<file path="config.mk">
export PLATFORM = sky130hd
export DESIGN_NAME = alternating_bit_sender_core
export DESIGN_NICKNAME = d
export VERILOG_FILES = /design/src/rtl/core/abs_pkg.sv /design/src/rtl/core/abs_ram.sv /design/src/rtl/core/abs_fifo.sv /design/src/rtl/core/abs_front.sv /design/src/rtl/core/abs_back.sv /design/src/rtl/core/alternating_bit_sender_core.sv
export SDC_FILE = /design/constraint.sdc
export NUM_CORES = 1
export LEC_CHECK = 0
export BUFFER_PORTS_ARGS = -buffer_cell sky130_fd_sc_hd__buf_2
export CAP_MARGIN = 25
export CELL_PAD_IN_SITES_DETAIL_PLACEMENT = 1
export CELL_PAD_IN_SITES_GLOBAL_PLACEMENT = 2
export CORE_UTILIZATION = 40
export CTS_CLUSTER_SIZE = 25
export DETAILED_ROUTE_END_ITERATION = 6
export GPL_TIMING_DRIVEN = 0
export PLACE_DENSITY_LB_ADDON = 0.3
export SETUP_SLACK_MARGIN = 0.3
export SLEW_MARGIN = 20
export SYNTH_ARGS = -nofsm -noshare
export SYNTH_HDL_FRONTEND = slang
export SYNTH_SLANG_ARGS = --single-unit
export TNS_END_PERCENT = 1
</file>
<file path="constraint.sdc">
create_clock -name clock -period 9.2 [get_ports clock]
set_clock_uncertainty 0.15 [all_clocks]
set_input_delay 2.76 -clock clock [delete_from_list [all_inputs] [get_ports clock]]
set_output_delay 2.76 -clock clock [all_outputs]
set_load 0.05 [all_outputs]
</file>
<file path="src/rtl/core/abs_pkg.sv">
// ----------------------------------------------------------------------------
// abs_pkg
// shared types, codes and defaults of the alternating-bit sender core
// ----------------------------------------------------------------------------
`default_nettype none

package abs_pkg;

   // defaults for the top level parameters
   localparam int MSG_LEN_DEF     = 20;
   localparam int QUEUE_DEPTH_DEF = 4;

   // field widths
   localparam int BYTE_W = 8;
   localparam int SUM_W  = 16;
   localparam int TMO_W  = 16;

   // reset value of the retransmit timeout
   localparam logic [TMO_W-1:0] TIMEOUT_RESET = 16'd1000;

   // input command codes
   localparam logic [1:0] CMD_MSG    = 2'd0;
   localparam logic [1:0] CMD_ACK    = 2'd1;
   localparam logic [1:0] CMD_EXPIRE = 2'd2;

   // job codes between front and back, equal to the result kind
   localparam logic JOB_SEND = 1'b0;
   localparam logic JOB_STOP = 1'b1;

   // stored packet state, owned by the front, read by the back
   typedef struct packed {
      logic             seq;
      logic [SUM_W-1:0] checksum;
      logic             bank;
      logic             valid;
   } abs_store_type;

endpackage

`default_nettype wire

</file>
<file path="src/rtl/core/abs_ram.sv">
// ----------------------------------------------------------------------------
// abs_ram
// generic single write, single read ram with registered read data
// ----------------------------------------------------------------------------
`default_nettype none

module abs_ram #(
   parameter int WIDTH = 8,
   parameter int DEPTH = 64
) (
   input  wire logic                     clock,
   input  wire logic                     wr_en,
   input  wire logic [$clog2(DEPTH)-1:0] wr_addr,
   input  wire logic [WIDTH-1:0]         wr_data,
   input  wire logic                     rd_en,
   input  wire logic [$clog2(DEPTH)-1:0] rd_addr,
   output logic      [WIDTH-1:0]         rd_data
);

   logic [WIDTH-1:0] mem_ff [DEPTH];
   logic [WIDTH-1:0] rd_data_ff;

   // write port
   always_ff @(posedge clock) begin
      if (wr_en) begin
         mem_ff[wr_addr] <= wr_data;
      end
   end

   // read port, data held while not enabled
   always_ff @(posedge clock) begin
      if (rd_en) begin
         rd_data_ff <= mem_ff[rd_addr];
      end
   end

   assign rd_data = rd_data_ff;

endmodule

`default_nettype wire

</file>
<file path="src/rtl/core/abs_fifo.sv">
// ----------------------------------------------------------------------------
// abs_fifo
// short job queue between the front and the back
// ----------------------------------------------------------------------------
`default_nettype none

module abs_fifo #(
   parameter int DEPTH = 4
) (
   input  wire logic clock,
   input  wire logic reset,
   input  wire logic push,
   input  wire logic push_job,
   input  wire logic pop,
   output logic      head_job,
   output logic      empty,
   output logic      full
);

   localparam int PTR_W = (DEPTH > 1) ? $clog2(DEPTH) : 1;
   localparam int CNT_W = $clog2(DEPTH + 1);

   logic             slot_ff [DEPTH];
   logic [PTR_W-1:0] wr_ptr_ff, wr_ptr_in;
   logic [PTR_W-1:0] rd_ptr_ff, rd_ptr_in;
   logic [CNT_W-1:0] count_ff, count_in;
   logic             do_push, do_pop;

   assign empty   = (count_ff == '0);
   assign full    = (count_ff == CNT_W'(DEPTH));
   assign do_push = push && !full;
   assign do_pop  = pop && !empty;
   assign head_job = slot_ff[rd_ptr_ff];

   // pointer and count update
   always_comb begin
      wr_ptr_in = wr_ptr_ff;
      rd_ptr_in = rd_ptr_ff;
      count_in  = count_ff;
      if (do_push) begin
         wr_ptr_in = (wr_ptr_ff == PTR_W'(DEPTH - 1)) ? '0 : wr_ptr_ff + 1'b1;
      end
      if (do_pop) begin
         rd_ptr_in = (rd_ptr_ff == PTR_W'(DEPTH - 1)) ? '0 : rd_ptr_ff + 1'b1;
      end
      if (do_push && !do_pop) begin
         count_in = count_ff + 1'b1;
      end else if (do_pop && !do_push) begin
         count_in = count_ff - 1'b1;
      end
   end

   always_ff @(posedge clock) begin
      if (reset) begin
         wr_ptr_ff <= '0;
         rd_ptr_ff <= '0;
         count_ff  <= '0;
      end else begin
         wr_ptr_ff <= wr_ptr_in;
         rd_ptr_ff <= rd_ptr_in;
         count_ff  <= count_in;
      end
   end

   // slot storage
   always_ff @(posedge clock) begin
      if (do_push) begin
         slot_ff[wr_ptr_ff] <= push_job;
      end
   end

endmodule

`default_nettype wire

</file>
<file path="src/rtl/core/abs_front.sv">
// ----------------------------------------------------------------------------
// abs_front
// accepts items, assembles messages, checks ack packets, queues jobs
// ----------------------------------------------------------------------------
`default_nettype none

module abs_front #(
   parameter int MSG_LEN = 20,
   parameter int IDX_W   = 5
) (
   input  wire logic                        clock,
   input  wire logic                        reset,
   // input item
   input  wire logic                        in_valid,
   output logic                             in_ready,
   input  wire logic [1:0]                  command,
   input  wire logic [abs_pkg::BYTE_W-1:0]  data_byte,
   input  wire logic                        pkt_seq,
   input  wire logic                        pkt_ack,
   input  wire logic [abs_pkg::SUM_W-1:0]   pkt_checksum,
   // job queue
   output logic                             job_push,
   output logic                             job_kind,
   input  wire logic                        job_empty,
   input  wire logic                        job_full,
   input  wire logic                        back_idle,
   // payload ram write port
   output logic                             wr_en,
   output logic [IDX_W:0]                   wr_addr,
   output logic [abs_pkg::BYTE_W-1:0]       wr_data,
   // stored packet
   output abs_pkg::abs_store_type           store
);

   import abs_pkg::*;

   localparam int PROD_W = BYTE_W + IDX_W + 1;

   logic             seq_ff, seq_in;
   logic             bank_ff, bank_in;
   logic             stored_ok_ff, stored_ok_in;
   logic [SUM_W-1:0] chk_ff, chk_in;
   logic [IDX_W-1:0] msg_idx_ff, msg_idx_in;
   logic [SUM_W-1:0] msg_sum_ff, msg_sum_in;
   logic [IDX_W-1:0] ack_idx_ff, ack_idx_in;
   logic [SUM_W-1:0] ack_sum_ff, ack_sum_in;

   logic                    accept;
   logic                    msg_last, ack_last;
   logic [IDX_W-1:0]        pos;
   logic signed [PROD_W-1:0] prod;
   logic [SUM_W-1:0]        term;
   logic [SUM_W-1:0]        msg_total, ack_total, ack_calc;
   logic                    ack_good;

   assign msg_last = (command == CMD_MSG) && (msg_idx_ff == IDX_W'(MSG_LEN - 1));
   assign ack_last = (command == CMD_ACK) && (ack_idx_ff == IDX_W'(MSG_LEN - 1));

   // a completing message waits until the back no longer reads the stored bank
   assign in_ready = !job_full && (!msg_last || (job_empty && back_idle));
   assign accept   = in_valid && in_ready;

   // checksum term: signed byte times position plus two
   assign pos       = (command == CMD_MSG) ? msg_idx_ff : ack_idx_ff;
   assign prod      = $signed(data_byte) * $signed({1'b0, pos});
   assign term      = SUM_W'(prod) + SUM_W'(2);
   assign msg_total = msg_sum_ff + term;
   assign ack_total = ack_sum_ff + term;
   assign ack_calc  = ack_total + SUM_W'(pkt_seq) + SUM_W'({pkt_ack, 1'b0});
   assign ack_good  = (ack_calc == pkt_checksum) && (pkt_ack == seq_ff);

   // assembly bank write
   assign wr_en   = accept && (command == CMD_MSG);
   assign wr_addr = {bank_ff, msg_idx_ff};
   assign wr_data = data_byte;

   // state update and job generation
   always_comb begin
      seq_in       = seq_ff;
      bank_in      = bank_ff;
      stored_ok_in = stored_ok_ff;
      chk_in       = chk_ff;
      msg_idx_in   = msg_idx_ff;
      msg_sum_in   = msg_sum_ff;
      ack_idx_in   = ack_idx_ff;
      ack_sum_in   = ack_sum_ff;
      job_push     = 1'b0;
      job_kind     = JOB_SEND;
      if (accept) begin
         unique case (command)
            CMD_MSG: begin
               if (msg_last) begin
                  seq_in       = !seq_ff;
                  chk_in       = msg_total + SUM_W'(!seq_ff);
                  bank_in      = !bank_ff;
                  stored_ok_in = 1'b1;
                  msg_idx_in   = '0;
                  msg_sum_in   = '0;
                  job_push     = 1'b1;
               end else begin
                  msg_idx_in = msg_idx_ff + 1'b1;
                  msg_sum_in = msg_total;
               end
            end
            CMD_ACK: begin
               if (ack_last) begin
                  ack_idx_in = '0;
                  ack_sum_in = '0;
                  job_push   = 1'b1;
                  job_kind   = ack_good ? JOB_STOP : JOB_SEND;
               end else begin
                  ack_idx_in = ack_idx_ff + 1'b1;
                  ack_sum_in = ack_total;
               end
            end
            CMD_EXPIRE: begin
               job_push = 1'b1;
            end
            default: begin
            end
         endcase
      end
   end

   always_ff @(posedge clock) begin
      if (reset) begin
         seq_ff       <= 1'b1;
         bank_ff      <= 1'b0;
         stored_ok_ff <= 1'b0;
         chk_ff       <= '0;
         msg_idx_ff   <= '0;
         msg_sum_ff   <= '0;
         ack_idx_ff   <= '0;
         ack_sum_ff   <= '0;
      end else begin
         seq_ff       <= seq_in;
         bank_ff      <= bank_in;
         stored_ok_ff <= stored_ok_in;
         chk_ff       <= chk_in;
         msg_idx_ff   <= msg_idx_in;
         msg_sum_ff   <= msg_sum_in;
         ack_idx_ff   <= ack_idx_in;
         ack_sum_ff   <= ack_sum_in;
      end
   end

   // stored bank is the one not being assembled
   always_comb begin
      store.seq      = seq_ff;
      store.checksum = chk_ff;
      store.bank     = !bank_ff;
      store.valid    = stored_ok_ff;
   end

endmodule

`default_nettype wire

</file>
<file path="src/rtl/core/abs_back.sv">
// ----------------------------------------------------------------------------
// abs_back
// takes queued jobs and plays out packet bursts or timer stops
// ----------------------------------------------------------------------------
`default_nettype none

module abs_back #(
   parameter int MSG_LEN = 20,
   parameter int IDX_W   = 5
) (
   input  wire logic                       clock,
   input  wire logic                       reset,
   // job queue
   input  wire logic                       job_empty,
   input  wire logic                       job_kind,
   output logic                            job_pop,
   // stored packet and timeout
   input  wire abs_pkg::abs_store_type     store,
   input  wire logic [abs_pkg::TMO_W-1:0]  timeout,
   output logic                            idle,
   // payload ram read port
   output logic                            rd_en,
   output logic [IDX_W:0]                  rd_addr,
   input  wire logic [abs_pkg::BYTE_W-1:0] rd_data,
   // result item
   output logic                            out_valid,
   input  wire logic                       out_ready,
   output logic                            out_kind,
   output logic [abs_pkg::BYTE_W-1:0]      out_byte,
   output logic                            out_seq,
   output logic [abs_pkg::SUM_W-1:0]       out_checksum,
   output logic                            out_last,
   output logic                            timer_restart,
   output logic [abs_pkg::TMO_W-1:0]       timer_value
);

   import abs_pkg::*;

   logic             busy_ff, busy_in;
   logic [IDX_W-1:0] cnt_ff, cnt_in;

   // stage 1: ram output register plus its tags
   logic s1_valid_ff, s1_valid_in;
   logic s1_kind_ff, s1_kind_in;
   logic s1_last_ff, s1_last_in;
   logic s1_zero_ff, s1_zero_in;

   // stage 2: result register
   logic             s2_valid_ff, s2_valid_in;
   logic             s2_kind_ff;
   logic [BYTE_W-1:0] s2_byte_ff;
   logic             s2_seq_ff;
   logic [SUM_W-1:0] s2_chk_ff;
   logic             s2_last_ff;
   logic             s2_restart_ff;
   logic [TMO_W-1:0] s2_tmo_ff;

   logic s2_free, s1_move, s1_ready, burst_end;

   assign s2_free   = !s2_valid_ff || out_ready;
   assign s1_move   = s1_valid_ff && s2_free;
   assign s1_ready  = !s1_valid_ff || s2_free;
   assign burst_end = (cnt_ff == IDX_W'(MSG_LEN - 1));

   assign rd_en   = busy_ff && s1_ready;
   assign rd_addr = {store.bank, cnt_ff};
   assign job_pop = !busy_ff && !job_empty && s1_ready;
   assign idle    = !busy_ff && !s1_valid_ff && !s2_valid_ff;

   // burst sequencer and stage 1 load
   always_comb begin
      busy_in     = busy_ff;
      cnt_in      = cnt_ff;
      s1_valid_in = s1_move ? 1'b0 : s1_valid_ff;
      s1_kind_in  = s1_kind_ff;
      s1_last_in  = s1_last_ff;
      s1_zero_in  = s1_zero_ff;
      if (rd_en) begin
         s1_valid_in = 1'b1;
         s1_kind_in  = JOB_SEND;
         s1_last_in  = burst_end;
         s1_zero_in  = !store.valid;
         cnt_in      = cnt_ff + 1'b1;
         if (burst_end) begin
            busy_in = 1'b0;
         end
      end else if (job_pop) begin
         if (job_kind == JOB_STOP) begin
            s1_valid_in = 1'b1;
            s1_kind_in  = JOB_STOP;
            s1_last_in  = 1'b0;
            s1_zero_in  = 1'b1;
         end else begin
            busy_in = 1'b1;
            cnt_in  = '0;
         end
      end
   end

   always_ff @(posedge clock) begin
      if (reset) begin
         busy_ff     <= 1'b0;
         cnt_ff      <= '0;
         s1_valid_ff <= 1'b0;
      end else begin
         busy_ff     <= busy_in;
         cnt_ff      <= cnt_in;
         s1_valid_ff <= s1_valid_in;
      end
   end

   always_ff @(posedge clock) begin
      s1_kind_ff <= s1_kind_in;
      s1_last_ff <= s1_last_in;
      s1_zero_ff <= s1_zero_in;
   end

   // result register valid
   always_comb begin
      s2_valid_in = s2_valid_ff;
      if (s1_move) begin
         s2_valid_in = 1'b1;
      end else if (out_ready) begin
         s2_valid_in = 1'b0;
      end
   end

   always_ff @(posedge clock) begin
      if (reset) begin
         s2_valid_ff <= 1'b0;
      end else begin
         s2_valid_ff <= s2_valid_in;
      end
   end

   // result payload, zeroed for a timer stop
   always_ff @(posedge clock) begin
      if (s1_move) begin
         s2_kind_ff    <= s1_kind_ff;
         s2_byte_ff    <= s1_zero_ff ? '0 : rd_data;
         s2_last_ff    <= s1_last_ff;
         s2_restart_ff <= s1_last_ff;
         if (s1_kind_ff == JOB_STOP) begin
            s2_seq_ff <= 1'b0;
            s2_chk_ff <= '0;
            s2_tmo_ff <= '0;
         end else begin
            s2_seq_ff <= store.seq;
            s2_chk_ff <= store.checksum;
            s2_tmo_ff <= timeout;
         end
      end
   end

   assign out_valid     = s2_valid_ff;
   assign out_kind      = s2_kind_ff;
   assign out_byte      = s2_byte_ff;
   assign out_seq       = s2_seq_ff;
   assign out_checksum  = s2_chk_ff;
   assign out_last      = s2_last_ff;
   assign timer_restart = s2_restart_ff;
   assign timer_value   = s2_tmo_ff;

endmodule

`default_nettype wire

</file>
<file path="src/rtl/core/alternating_bit_sender_core.sv">
// first byte of a burst passes the job queue, burst sequencer, ram and result registers
// throughput: one input item per cycle while the job queue has room; a message-completing
//   byte waits until the queue and the back are empty, since the stored bank is swapped then
// bursts give MSG_LEN items at one per cycle while rsp_tready holds, set by the ram read port
// reset: synchronous, active high; seq 1, zero stored packet, timeout 1000
// ----------------------------------------------------------------------------
// alternating_bit_sender_core
// stop-and-wait alternating-bit sender: front assembles and checks, a job
// queue decouples it from the back that plays out bursts
// ----------------------------------------------------------------------------
`default_nettype none

module alternating_bit_sender_core #(
   parameter int MSG_LEN     = abs_pkg::MSG_LEN_DEF,
   parameter int QUEUE_DEPTH = abs_pkg::QUEUE_DEPTH_DEF
) (
   input  wire logic        clock,
   input  wire logic        reset,
   // input items
   input  wire logic        req_tvalid,
   output logic             req_tready,
   input  wire logic [31:0] req_tdata,  // data_byte, pkt_seq, pkt_ack, pkt_checksum, zero pad
   input  wire logic [1:0]  req_tuser,  // command
   // result items
   output logic             rsp_tvalid,
   input  wire logic        rsp_tready,
   output logic [47:0]      rsp_tdata,  // out_byte, out_seq, out_checksum, timer_restart,
                                        // timer_value, zero pad
   output logic [0:0]       rsp_tuser,  // out_kind
   output logic             rsp_tlast,  // out_last
   // configuration
   input  wire logic        csr_we,
   input  wire logic [15:0] csr_wdata
);

   import abs_pkg::*;

   localparam int IDX_W     = (MSG_LEN > 1) ? $clog2(MSG_LEN) : 1;
   localparam int RAM_DEPTH = 2 ** (IDX_W + 1);

   logic [TMO_W-1:0]  timeout_ff;
   abs_store_type     store;
   logic              job_push, job_kind_w, job_pop, job_head, job_empty, job_full;
   logic              back_idle;
   logic              wr_en, rd_en;
   logic [IDX_W:0]    wr_addr, rd_addr;
   logic [BYTE_W-1:0] wr_data, rd_data;
   logic              out_kind, out_seq, out_last, timer_restart;
   logic [BYTE_W-1:0] out_byte;
   logic [SUM_W-1:0]  out_checksum;
   logic [TMO_W-1:0]  timer_value;

   // retransmit timeout register
   always_ff @(posedge clock) begin
      if (reset) begin
         timeout_ff <= TIMEOUT_RESET;
      end else if (csr_we) begin
         timeout_ff <= csr_wdata;
      end
   end

   // front
   abs_front #(
      .MSG_LEN (MSG_LEN),
      .IDX_W   (IDX_W)
   ) u_front (
      .clock        (clock),
      .reset        (reset),
      .in_valid     (req_tvalid),
      .in_ready     (req_tready),
      .command      (req_tuser),
      .data_byte    (req_tdata[7:0]),
      .pkt_seq      (req_tdata[8]),
      .pkt_ack      (req_tdata[9]),
      .pkt_checksum (req_tdata[25:10]),
      .job_push     (job_push),
      .job_kind     (job_kind_w),
      .job_empty    (job_empty),
      .job_full     (job_full),
      .back_idle    (back_idle),
      .wr_en        (wr_en),
      .wr_addr      (wr_addr),
      .wr_data      (wr_data),
      .store        (store)
   );

   // job queue
   abs_fifo #(
      .DEPTH (QUEUE_DEPTH)
   ) u_fifo (
      .clock    (clock),
      .reset    (reset),
      .push     (job_push),
      .push_job (job_kind_w),
      .pop      (job_pop),
      .head_job (job_head),
      .empty    (job_empty),
      .full     (job_full)
   );

   // payload ram, two banks of one packet each
   abs_ram #(
      .WIDTH (BYTE_W),
      .DEPTH (RAM_DEPTH)
   ) u_ram (
      .clock   (clock),
      .wr_en   (wr_en),
      .wr_addr (wr_addr),
      .wr_data (wr_data),
      .rd_en   (rd_en),
      .rd_addr (rd_addr),
      .rd_data (rd_data)
   );

   // back
   abs_back #(
      .MSG_LEN (MSG_LEN),
      .IDX_W   (IDX_W)
   ) u_back (
      .clock         (clock),
      .reset         (reset),
      .job_empty     (job_empty),
      .job_kind      (job_head),
      .job_pop       (job_pop),
      .store         (store),
      .timeout       (timeout_ff),
      .idle          (back_idle),
      .rd_en         (rd_en),
      .rd_addr       (rd_addr),
      .rd_data       (rd_data),
      .out_valid     (rsp_tvalid),
      .out_ready     (rsp_tready),
      .out_kind      (out_kind),
      .out_byte      (out_byte),
      .out_seq       (out_seq),
      .out_checksum  (out_checksum),
      .out_last      (out_last),
      .timer_restart (timer_restart),
      .timer_value   (timer_value)
   );

   // result packing
   assign rsp_tdata = {6'd0, timer_value, timer_restart, out_checksum, out_seq, out_byte};
   assign rsp_tuser = out_kind;
   assign rsp_tlast = out_last;

endmodule

`default_nettype wire

</file>
==> flow_metrics.env, run 1 <==
export IMPL_status="finished with violations"
export IMPL_violations="design-rule violations"
export IMPL_min_period_ps=8807
export IMPL_synth_largest_area_cell="edfxtp_1"
export IMPL_path_delay_family="adder cells"
export IMPL_grt_start_max_net_pins=70
export IMPL_grt_pass1_vias=17880
export IMPL_reg2reg_depth=25
export IMPL_relSlewSlack_pct=33.73
export IMPL_critPathKind="input pin to flop"
export IMPL_wl_met1_um=32810
export IMPL_hold_path_class="flop to flop"
export IMPL_portBuffers=93
export IMPL_ant_nets=0
export IMPL_die_width_um=273.9
export IMPL_overflow=0
export IMPL_cp_end_kind="flop"
export IMPL_syn_cell_area_um2=29560
export IMPL_seq_area_frac_synth_pct=64.23
export IMPL_synth_edff_count=569
export IMPL_std_cell_rows=99
export IMPL_drv_slew=0
export IMPL_initial_utilization_pct=40.45
export IMPL_final_design_area_no_fill_um2=34470
export IMPL_ir_drop_v=0.0001889
export IMPL_cp_common_cell="ha_1"
export IMPL_yosysWarnings=0
export IMPL_synth_distinct_cells=77
export IMPL_cts_tree="done"
export IMPL_rsz0062_at_grt="true"
export IMPL_place_ws_ps=-1860
export IMPL_crit_slowest_cell="or4_4"
export IMPL_dpl_instance_area_um2=31400
export IMPL_dr_wl_met3_um=4054
export IMPL_cts_made_buffers=72
export IMPL_routedWlPerCell_um=24.62
export IMPL_fill_cells=7122
export IMPL_drt_first_pass_iters=6
export IMPL_die_y_um=273.9
export IMPL_layout_drive_gt1_share_pct=23.47
export IMPL_ys_flop_type="edfxtp_1"
export IMPL_worst_slack_ps=393.2
export IMPL_setup_violations_final=0
export IMPL_antenna_found_initial=1
export IMPL_h_tree_depth=3
export IMPL_avgSynthCellArea_um2=15.84
export IMPL_drcViolationCount=20
export IMPL_crit_arrival_ps=9130
export IMPL_cts_clk_slew_worst_paths_ps=60
export IMPL_initialDrtViolationCount=1227
export IMPL_hold_viol=0
export IMPL_grt_pass1_wl_um=113900
export IMPL_power_density_nw_per_um2=222.9
export IMPL_r2r_end="u_fifo.slot_ff[0]$_DFFE_PP_"
export IMPL_avgViaCountPerCell=5.502
export IMPL_ios=107
export IMPL_cp_start_kind="input pin"
export IMPL_ys_ff_latch=664
export IMPL_period_share_pct=95.73
export IMPL_crit_cells=28
export IMPL_holdPathStages=0
export IMPL_cts_sinks=664
export IMPL_dieArea_um2=75000
export IMPL_core_region_area_um2=73080
export IMPL_fin_nets=2234
export IMPL_worstMarginPinSlew_ps=990.4
export IMPL_max_cap_violations=0
export IMPL_fmax_ghz=0.1135
export IMPL_reg2reg_from="u_front.msg_idx_ff[3]$_SDFFE_PP0P_"
export IMPL_syn_inst=1866
export IMPL_grt_use_total_pct=20.65
export IMPL_vias=17020
export IMPL_multi_input_area_um2=10330
export IMPL_cts_root_buf="clkbuf_16"
export IMPL_worstPathRequired_ps=9520
export IMPL_highest_layer="met4"
export IMPL_slowest_delay_ps=520
export IMPL_post_route_util_pct=47.17
export IMPL_final_seq_area_um2=18990
export IMPL_power_leakage_nw=11.53
export IMPL_synthArstFlopShare_pct=0
export IMPL_crit_path_max_fanout=9
export IMPL_dp_final_hpwl_um=52300
export IMPL_diodes=0
export IMPL_synth_area_leaders="edfxtp_1 (58%), mux4_2 (13%), dfxtp_1 (6.4%), ha_1 (3.0%), nor2_1 (2.2%)"
export IMPL_wl_met2_um=37020
export IMPL_r2r_setup_slack_ps=2170
export IMPL_critPathBufInv=7
export IMPL_syn_to_final_growth_pct=16.60
export IMPL_postRouteWirelength_um=76190
export IMPL_synth_top_area_share_pct=57.79
export IMPL_hold_start="u_back.s1_last_ff$_SDFFCE_PN0P_"
export IMPL_hold_path_end="u_back.out_last$_DFFE_PP_"
export IMPL_power_total_w=0.007685
export IMPL_gp_congestion=0.8115
export IMPL_clock_latency_ps=630
export IMPL_cts_buffer_depth=3
-- layout make-up --
cell class	instances	area share, %
flip-flops and latches	664	55.08
inverters	57	0.6206
well taps	959	3.481
clock buffers	90	5.575
plain buffers	95	1.267
multi-input cells	1055	29.98
repair buffers	136	2.780
clock inverters	38	1.216
-- cell families (layout without fill, tap and decap cells) --
| logic type | after synthesis | in the layout | share of synthesized area, % |
|---|---|---|---|
| and+or+nand+nor | 495 | 495 | 8.439 |
| xor gates and xnor gates | 73 | 73 | 2.332 |
| buffers and inverters | 152 | 416 | 2.146 |
| AOI/OAI and AO/OA | 191 | 191 | 4.330 |
| other | 1 | 6 | 0.01268 |
| muxes | 192 | 192 | 13.66 |
| adders and majority gates | 98 | 98 | 4.858 |
| DFF | 664 | 664 | 64.23 |
-- worst max-delay path by stage --
stage / from / endpoint / slack (ps)
2_1_floorplan: req_tuser[1] / u_fifo.slot_ff[0]$_DFFE_PP_ / 320
3_5_place_dp: req_tuser[1] / u_fifo.slot_ff[0]$_DFFE_PP_ / -1860
4_1_cts: req_tuser[0] / u_fifo.slot_ff[0]$_DFFE_PP_ / 220
5_1_grt: req_tuser[1] / u_fifo.slot_ff[0]$_DFFE_PP_ / 110
3_3_place_gp: req_tdata[4] / u_fifo.slot_ff[3]$_DFFE_PP_ / -1630
6_report: req_tuser[1] / u_fifo.slot_ff[0]$_DFFE_PP_ / 390
-- Yosys cell counts, types with 11 or more instances --
library cell and number:
xnor2_1 43, nand2_1 67, clkbuf_1 65, fa_1 28
inv_1 56, buf_1 16, mux4_2 169, mux2i_1 22
a211o_1 11, a21oi_1 69, edfxtp_1 569, nor2_1 172
a21o_1 12, nor2b_1 94, nor3_1 30, ha_1 70
nand2b_1 16, o21ai_0 20, nand3_1 37, a211oi_1 14
dfxtp_1 95, xor2_1 26, nand4_1 12
-- flip-flops by register name (all words and copies together) (netlist names), 2 cells and up, named ones only --
register	flops
u_back.out_checksum	16
u_front.msg_sum_ff	16
u_front.chk_ff	16
timeout_ff	16
u_fifo.slot_ff	4
u_fifo.wr_ptr_ff	2
u_back.cnt_ff	5
u_ram.rd_data	8
u_fifo.count_ff	3
u_front.ack_sum_ff	16
u_back.out_byte	8
u_ram.mem_ff	512
u_front.msg_idx_ff	5
u_back.timer_value	16
u_front.ack_idx_ff	5
u_fifo.rd_ptr_ff	2
-- repair_timing --
item                       4_1_cts  5_1_grt
resized for setup               42       42
setup endpoints to repair       11        7
hold buffers                     0        0
setup buffers                   19       14
pin swaps                       15       25
-- cells in the final DEF, fill, tap and decap left out, drive strengths merged, types with 9 or more instances in the layout --
master	instances
nor4	9
buf	163
a21o	12
clkbuf	158
fa	28
clkinv	26
and3	9
mux2i	22
and2	10
a211o	11
nor3	31
ha	70
xnor2	44
a211oi	16
mux4	169
a21oi	69
nor2b	94
nand2	68
xor2	26
nor2	172
nand2b	16
nand3	37
dfxtp	95
nand4	12
o21ai	22
edfxtp	569
inv	60
-- power breakdown --
part           switching [W]  total [W]  internal (W)
registers          0.0000476    0.00344       0.00339
clock network        0.00120    0.00289       0.00169
logic               0.000825    0.00136      0.000535
total                0.00207    0.00769       0.00562
-- routing by layer --
layer / vias to the layer above / GRT usage [%]
li1: 7617 / -
met1: 8854 / 27.95
met2: 430 / 33.95
met3: 123 / 3.328
met4: 0 / 6.930
met5: - / 0
-- metrics by stage --
stage / setup TNS [ps] / hold WS [ps] / instances
after floorplan: 0 / 250.3 / 1871
after global placement: -11070 / 273.5 / 2923
after detailed placement: -12710 / 264.7 / 2928
after CTS: 0 / 275.6 / 3075
after global routing: 0 / 301.7 / 3094
final: 0 / 269.2 / 3094
Power figures use the tool's default switching activity.
==> run 2: changes to the inputs <==
BUFFER_PORTS_ARGS = -buffer_cell sky130_fd_sc_hd__buf_4   (was -buffer_cell sky130_fd_sc_hd__buf_2)
GPL_ROUTABILITY_DRIVEN = 0   (was not set)
==> run 2 against run 1 <==
Combinational power increased by 3%. First-iteration DRC count decreased by 2.0%. Die area unchanged. Sequential power about the same. Design area increased by 1.4%. Flip-flop and latch count unchanged. Via count increased by 0.69%. The run still ends with design-rule violations left. Final cell count about the same. Critical path depth increased by 3. Worst setup slack got worse by 35 ps. Utilization increased by 0.68 points.
==> flow_metrics.env, run 2 (synthesized netlist as in run 1, its figures left out) <==
export IMPL_status="finished with violations"
export IMPL_violations="design-rule violations"
export IMPL_mostFrequentLayoutCells="edfxtp_1 (569), mux4_2 (169), nor2_1 (162), buf_4 (132), dfxtp_1 (95)"
export IMPL_min_period_ps=8842
export IMPL_grt_pass1_wl_um=115600
export IMPL_hold_path_end="u_back.out_last$_DFFE_PP_"
export IMPL_power_leakage_nw=11.64
export IMPL_fin_nets=2236
export IMPL_core_region_area_um2=73080
export IMPL_hold_start="u_back.s1_last_ff$_SDFFCE_PN0P_"
export IMPL_portBuffers=93
export IMPL_ios=107
export IMPL_h_tree_depth=3
export IMPL_rsz0062_at_grt="true"
export IMPL_ir_drop_v=0.0001523
export IMPL_drt_first_pass_iters=7
export IMPL_antenna_found_initial=1
export IMPL_final_common_cell="edfxtp_1"
export IMPL_critPathBufInv=9
export IMPL_crit_arrival_ps=9150
export IMPL_relSlewSlack_pct=34.36
export IMPL_final_design_area_no_fill_um2=34970
export IMPL_crit_slowest_cell="fa_1"
export IMPL_setup_violations_final=0
export IMPL_dieArea_um2=75000
export IMPL_post_route_util_pct=47.85
export IMPL_cts_made_buffers=71
export IMPL_r2r_end="u_fifo.slot_ff[3]$_DFFE_PP_"
export IMPL_initial_utilization_pct=40.45
export IMPL_largest_reg_flops=512
export IMPL_vias=17140
export IMPL_std_cell_rows=99
export IMPL_worstMarginPinSlew_ps=981.6
export IMPL_die_width_um=273.9
export IMPL_reg2reg_depth=31
export IMPL_layout_drive_gt1_share_pct=24.88
export IMPL_cp_start_kind="input pin"
export IMPL_crit_path_max_fanout=8
export IMPL_slowest_delay_ps=540
export IMPL_period_share_pct=96.11
export IMPL_die_y_um=273.9
export IMPL_path_delay_family="adder cells"
export IMPL_postRouteWirelength_um=77840
export IMPL_avgViaCountPerCell=5.535
export IMPL_cts_sinks=664
export IMPL_top_register="u_ram.mem_ff"
export IMPL_routedWlPerCell_um=25.13
export IMPL_overflow=0
export IMPL_diodes=0
export IMPL_r2r_setup_slack_ps=2280
export IMPL_max_cap_violations=0
export IMPL_syn_to_final_growth_pct=18.28
export IMPL_fill_cells=7080
export IMPL_grt_start_max_net_pins=70
export IMPL_grt_pass1_vias=17990
export IMPL_dp_final_hpwl_um=52880
export IMPL_cts_hold_buffers=0
export IMPL_hold_viol=0
export IMPL_dpl_instance_area_um2=31600
export IMPL_reg2reg_from="u_front.msg_idx_ff[0]$_SDFFE_PP0P_"
export IMPL_cts_buffer_depth=3
export IMPL_cts_tree="done"
export IMPL_drv_slew=0
export IMPL_ant_nets=0
export IMPL_holdPathStages=0
export IMPL_final_seq_area_um2=18990
export IMPL_cts_clk_slew_worst_paths_ps=60
export IMPL_cts_root_buf="clkbuf_16"
export IMPL_grt_use_total_pct=20.96
export IMPL_multi_input_area_um2=10620
export IMPL_critPathKind="input pin to flop"
export IMPL_power_density_nw_per_um2=220.4
export IMPL_drcViolationCount=20
export IMPL_initialDrtViolationCount=1203
export IMPL_clock_latency_ps=630
export IMPL_hold_path_class="flop to flop"
export IMPL_worstPathRequired_ps=9510
export IMPL_cp_end_kind="flop"
export IMPL_fmax_ghz=0.1131
==> run 2: changes by cell type in the layout (fill, tap and decap cells not counted), sizes merged <==
cell / delta
buf: +4
bufinv: -2
clkinv: +2
clkbuf: -1
clkinvlp: +1
inv: -1
==> run 2: worst register-to-register path: cells and delay by family (launching register included) <==
kind            cells  cell delay [ps]
compound gates      7             1230
buf+inv            11             1650
mux                 1              180
xor+xnor            1              150
flops               1              340
simple gates        6             1020
fa+ha+maj           5             2050
==> run 2: repair_timing <==
item,in CTS,in global routing
resized for setup,49,81
endpoints found under the setup margin,11,7
buffers inserted,16,24
pin swaps,15,44
gates cloned,0,0
==> run 2: power breakdown <==
| group | switching (W) | internal (W) |
|---|---|---|
| sequential | 0.0000508 | 0.00339 |
| clock | 0.00123 | 0.00163 |
| combinational | 0.000831 | 0.000572 |
| total | 0.00211 | 0.00559 |
==> run 2: metrics by stage <==
stage | hold slack, ps | power (W) | instances | setup TNS (ps) | worst slack, ps
after CTS | 281.9 | 0.007750 | 3070 | 0 | 195.4
after global routing | 287.8 | 0.007963 | 3097 | 0 | 81.10
after floorplan | 250.3 | 0.004399 | 1871 | 0 | 317.6
after detailed placement | 267.5 | 0.004880 | 2926 | -11560 | -1692
final | 280.7 | 0.007708 | 3097 | 0 | 357.7
after global placement | 271.4 | 0.004829 | 2923 | -10760 | -1733
==> run 2: worst max path at each step <==
stage	start	endpoint	slack [ps]	cells after the start
2_1_floorplan	req_tuser[1]	u_fifo.slot_ff[0]$_DFFE_PP_	320	27
3_3_place_gp	req_tuser[1]	u_fifo.slot_ff[3]$_DFFE_PP_	-1730	27
3_5_place_dp	req_tuser[1]	u_fifo.slot_ff[3]$_DFFE_PP_	-1690	27
4_1_cts	req_tuser[0]	u_fifo.slot_ff[1]$_DFFE_PP_	200	30
5_1_grt	req_tuser[1]	u_fifo.slot_ff[3]$_DFFE_PP_	80	31
6_report	req_tuser[1]	u_fifo.slot_ff[3]$_DFFE_PP_	360	31
==> run 2: routing by layer <==
| layer | vias up | global-route usage, % | part of all wire [%] |
|---|---|---|---|
| met3 | 127 | 3.328 | 5.0 |
| met4 | 2 | 6.740 | 2.8 |
| met1 | 8958 | 27.96 | 43 |
| li1 | 7613 | - | - |
| met5 | - | 0 | 0.014 |
| met2 | 441 | 35.07 | 49 |
==> run 2: cell type report <==
class,instances,area share (%)
Multi-Input combinational cell,1055,30.36
Buffer,95,1.285
Inverter,57,0.6119
Clock inverter,38,1.188
Clock buffer,90,5.464
Sequential cell,664,54.30
Tap cell,959,3.431
Timing Repair Buffer,139,3.356
==> run 3: changes to the inputs <==
CTS_CLUSTER_SIZE = not set   (was 25)
RECOVER_POWER = 25   (was not set)
==> run 3 against run 2 <==
The run still ends with design-rule violations left. Critical path depth did not move. Non-clock buffer count did not move. Maximum frequency did not move. Hold slack did not move. Critical path type unchanged. Critical endpoint unchanged. Largest cell class unchanged. Highest routed layer unchanged.
==> flow_metrics.env, run 3 (synthesized netlist as in run 1, its figures left out) <==
export IMPL_critPathKind="input pin to flop"
export IMPL_clockPowerShare_pct=37.2
export IMPL_initial_utilization_pct=40.45
export IMPL_fill_cells=7080
export IMPL_grt_use_total_pct=20.96
export IMPL_antenna_found_initial=1
export IMPL_crit_slowest_cell="fa_1"
export IMPL_dieArea_um2=75000
export IMPL_crit_start="req_tuser[1]"
export IMPL_relSlewSlack_pct=34.36
export IMPL_initialDrtViolationCount=1203
export IMPL_core_region_area_um2=73080
export IMPL_period_share_pct=96.11
export IMPL_power_density_nw_per_um2=220.4
export IMPL_grt_start_max_net_pins=70
export IMPL_syn_to_final_growth_pct=18.28
export IMPL_grt_pass1_wl_um=115600
export IMPL_drt_first_pass_iters=7
export IMPL_rsz0062_at_grt="true"
export IMPL_cts_buffer_depth=3
export IMPL_cts_made_buffers=71
export IMPL_power_switching_w=0.002113
export IMPL_p_int_w=0.005595
export IMPL_cts_hold_buffers=0
export IMPL_hold_viol=0
export IMPL_drcViolationCount=20
export IMPL_worstMarginPinSlew_ps=981.6
export IMPL_worst_slack_ps=357.7
export IMPL_cp_end_kind="flop"
export IMPL_vias=17140
export IMPL_power_frac_comb_pct=18.2
export IMPL_largest_reg_flops=512
export IMPL_die_y_um=273.9
export IMPL_cts_sinks=664
export IMPL_grt_busiest_layer="met2"
export IMPL_cp_start_kind="input pin"
export IMPL_drv_slew=0
export IMPL_met2_usage_pct=35.07
export IMPL_mostFrequentLayoutCells="edfxtp_1 (569), mux4_2 (169), nor2_1 (162), buf_4 (132), dfxtp_1 (95)"
export IMPL_netSwitchingFraction_pct=27.42
export IMPL_violations="design-rule violations"
export IMPL_ir_drop_v=0.0001523
export IMPL_worstPathRequired_ps=9510
export IMPL_crit_arrival_ps=9150
export IMPL_grt_pass1_vias=17990
export IMPL_clock_latency_ps=630
export IMPL_use_met1_pct=27.96
export IMPL_place_ws_ps=-1692
export IMPL_status="finished with violations"
export IMPL_routedWlPerCell_um=25.13
export IMPL_cts_root_buf="clkbuf_16"
export IMPL_postRouteWirelength_um=77840
export IMPL_layout_drive_gt1_share_pct=24.88
export IMPL_ios=107
export IMPL_crit_path_max_fanout=8
export IMPL_die_width_um=273.9
export IMPL_fin_nets=2236
export IMPL_reg2reg_from="u_front.msg_idx_ff[0]$_SDFFE_PP0P_"
export IMPL_avgViaCountPerCell=5.535
export IMPL_ant_nets=0
export IMPL_portBuffers=93
export IMPL_max_cap_violations=0
export IMPL_power_leakage_nw=11.64
export IMPL_final_common_cell="edfxtp_1"
export IMPL_fmax_ghz=0.1131
export IMPL_cts_tree="done"
export IMPL_setup_tns_ps=0
export IMPL_h_tree_depth=3
export IMPL_setup_violations_final=0
export IMPL_cts_clk_slew_worst_paths_ps=60
export IMPL_hold_start="u_back.s1_last_ff$_SDFFCE_PN0P_"
export IMPL_hold_path_class="flop to flop"
export IMPL_diodes=0
export IMPL_gr_usage_met3_pct=3.328
export IMPL_overflow=0
export IMPL_min_period_ps=8842
export IMPL_seq_power_share_pct=44.6
export IMPL_dp_final_hpwl_um=52880
export IMPL_top_register="u_ram.mem_ff"
export IMPL_std_cell_rows=99
export IMPL_slowest_delay_ps=540
[run 3: worst paths after layout]
path                                                     to  slack (ps)  depth (start not counted)
worst max-delay path            u_fifo.slot_ff[3]$_DFFE_PP_         360                         31
worst min-delay path              u_back.out_last$_DFFE_PP_         280                          0
worst max register to register  u_fifo.slot_ff[3]$_DFFE_PP_        2280                         31
worst min register to register    u_back.out_last$_DFFE_PP_         280                          0
[run 3: layout make-up]
class                      count  area [µm²]  share of cell area (%)
timing repair buffer         139        1174                   3.356
clock buffer                  90        1911                   5.464
inverter                      57       214.0                  0.6119
sequential                   664       18990                   54.30
clock inverter                38       415.4                   1.188
buffer                        95       449.2                   1.285
tap                          959        1200                   3.431
multi-input combinational   1055       10620                   30.36
[run 3: critical path, delay by kind of cell]
family / cells / cell delay [ps]
buf+inv: 9 / 1170
xor+xnor: 2 / 330
simple gates: 9 / 1380
fa+ha+maj: 5 / 2110
mux: 1 / 370
compound gates: 5 / 1030
[run 3: timing repair]
item / in CTS / in global routing
gates resized for setup: 49 / 81
buffers inserted: 16 / 24
setup endpoints to repair: 11 / 7
pin swaps: 15 / 44
[run 3: layer usage]
layer  vias to the layer above  part of all wire [%]
li1                       7613                     -
met1                      8958                    43
met2                       441                    49
met3                       127                   5.0
met4                         2                   2.8
met5                         -                 0.014
[run 3: power by group through the flow]
stage | clock [W] | combinational (W) | sequential [W]
after floorplan | 0 | 0.000739 | 0.00366
after global placement | 0 | 0.00132 | 0.00351
after detailed placement | 0 | 0.00138 | 0.00350
after CTS | 0.00292 | 0.00139 | 0.00344
after global routing | 0.00301 | 0.00150 | 0.00345
final | 0.00286 | 0.00140 | 0.00344
[run 3: metrics by stage]
step	total power, W	utilization (%)	std cells	cell area [µm²]	hold slack, ps
floorplan	0.004399	-	1871	29620	250.3
global placement	0.004829	43.13	2923	31520	271.4
detailed placement	0.004880	43.24	2926	31600	267.5
CTS	0.007750	46.94	3070	34310	281.9
global route	0.007963	47.85	3097	34970	287.8
finish	0.007708	47.85	3097	34970	280.7
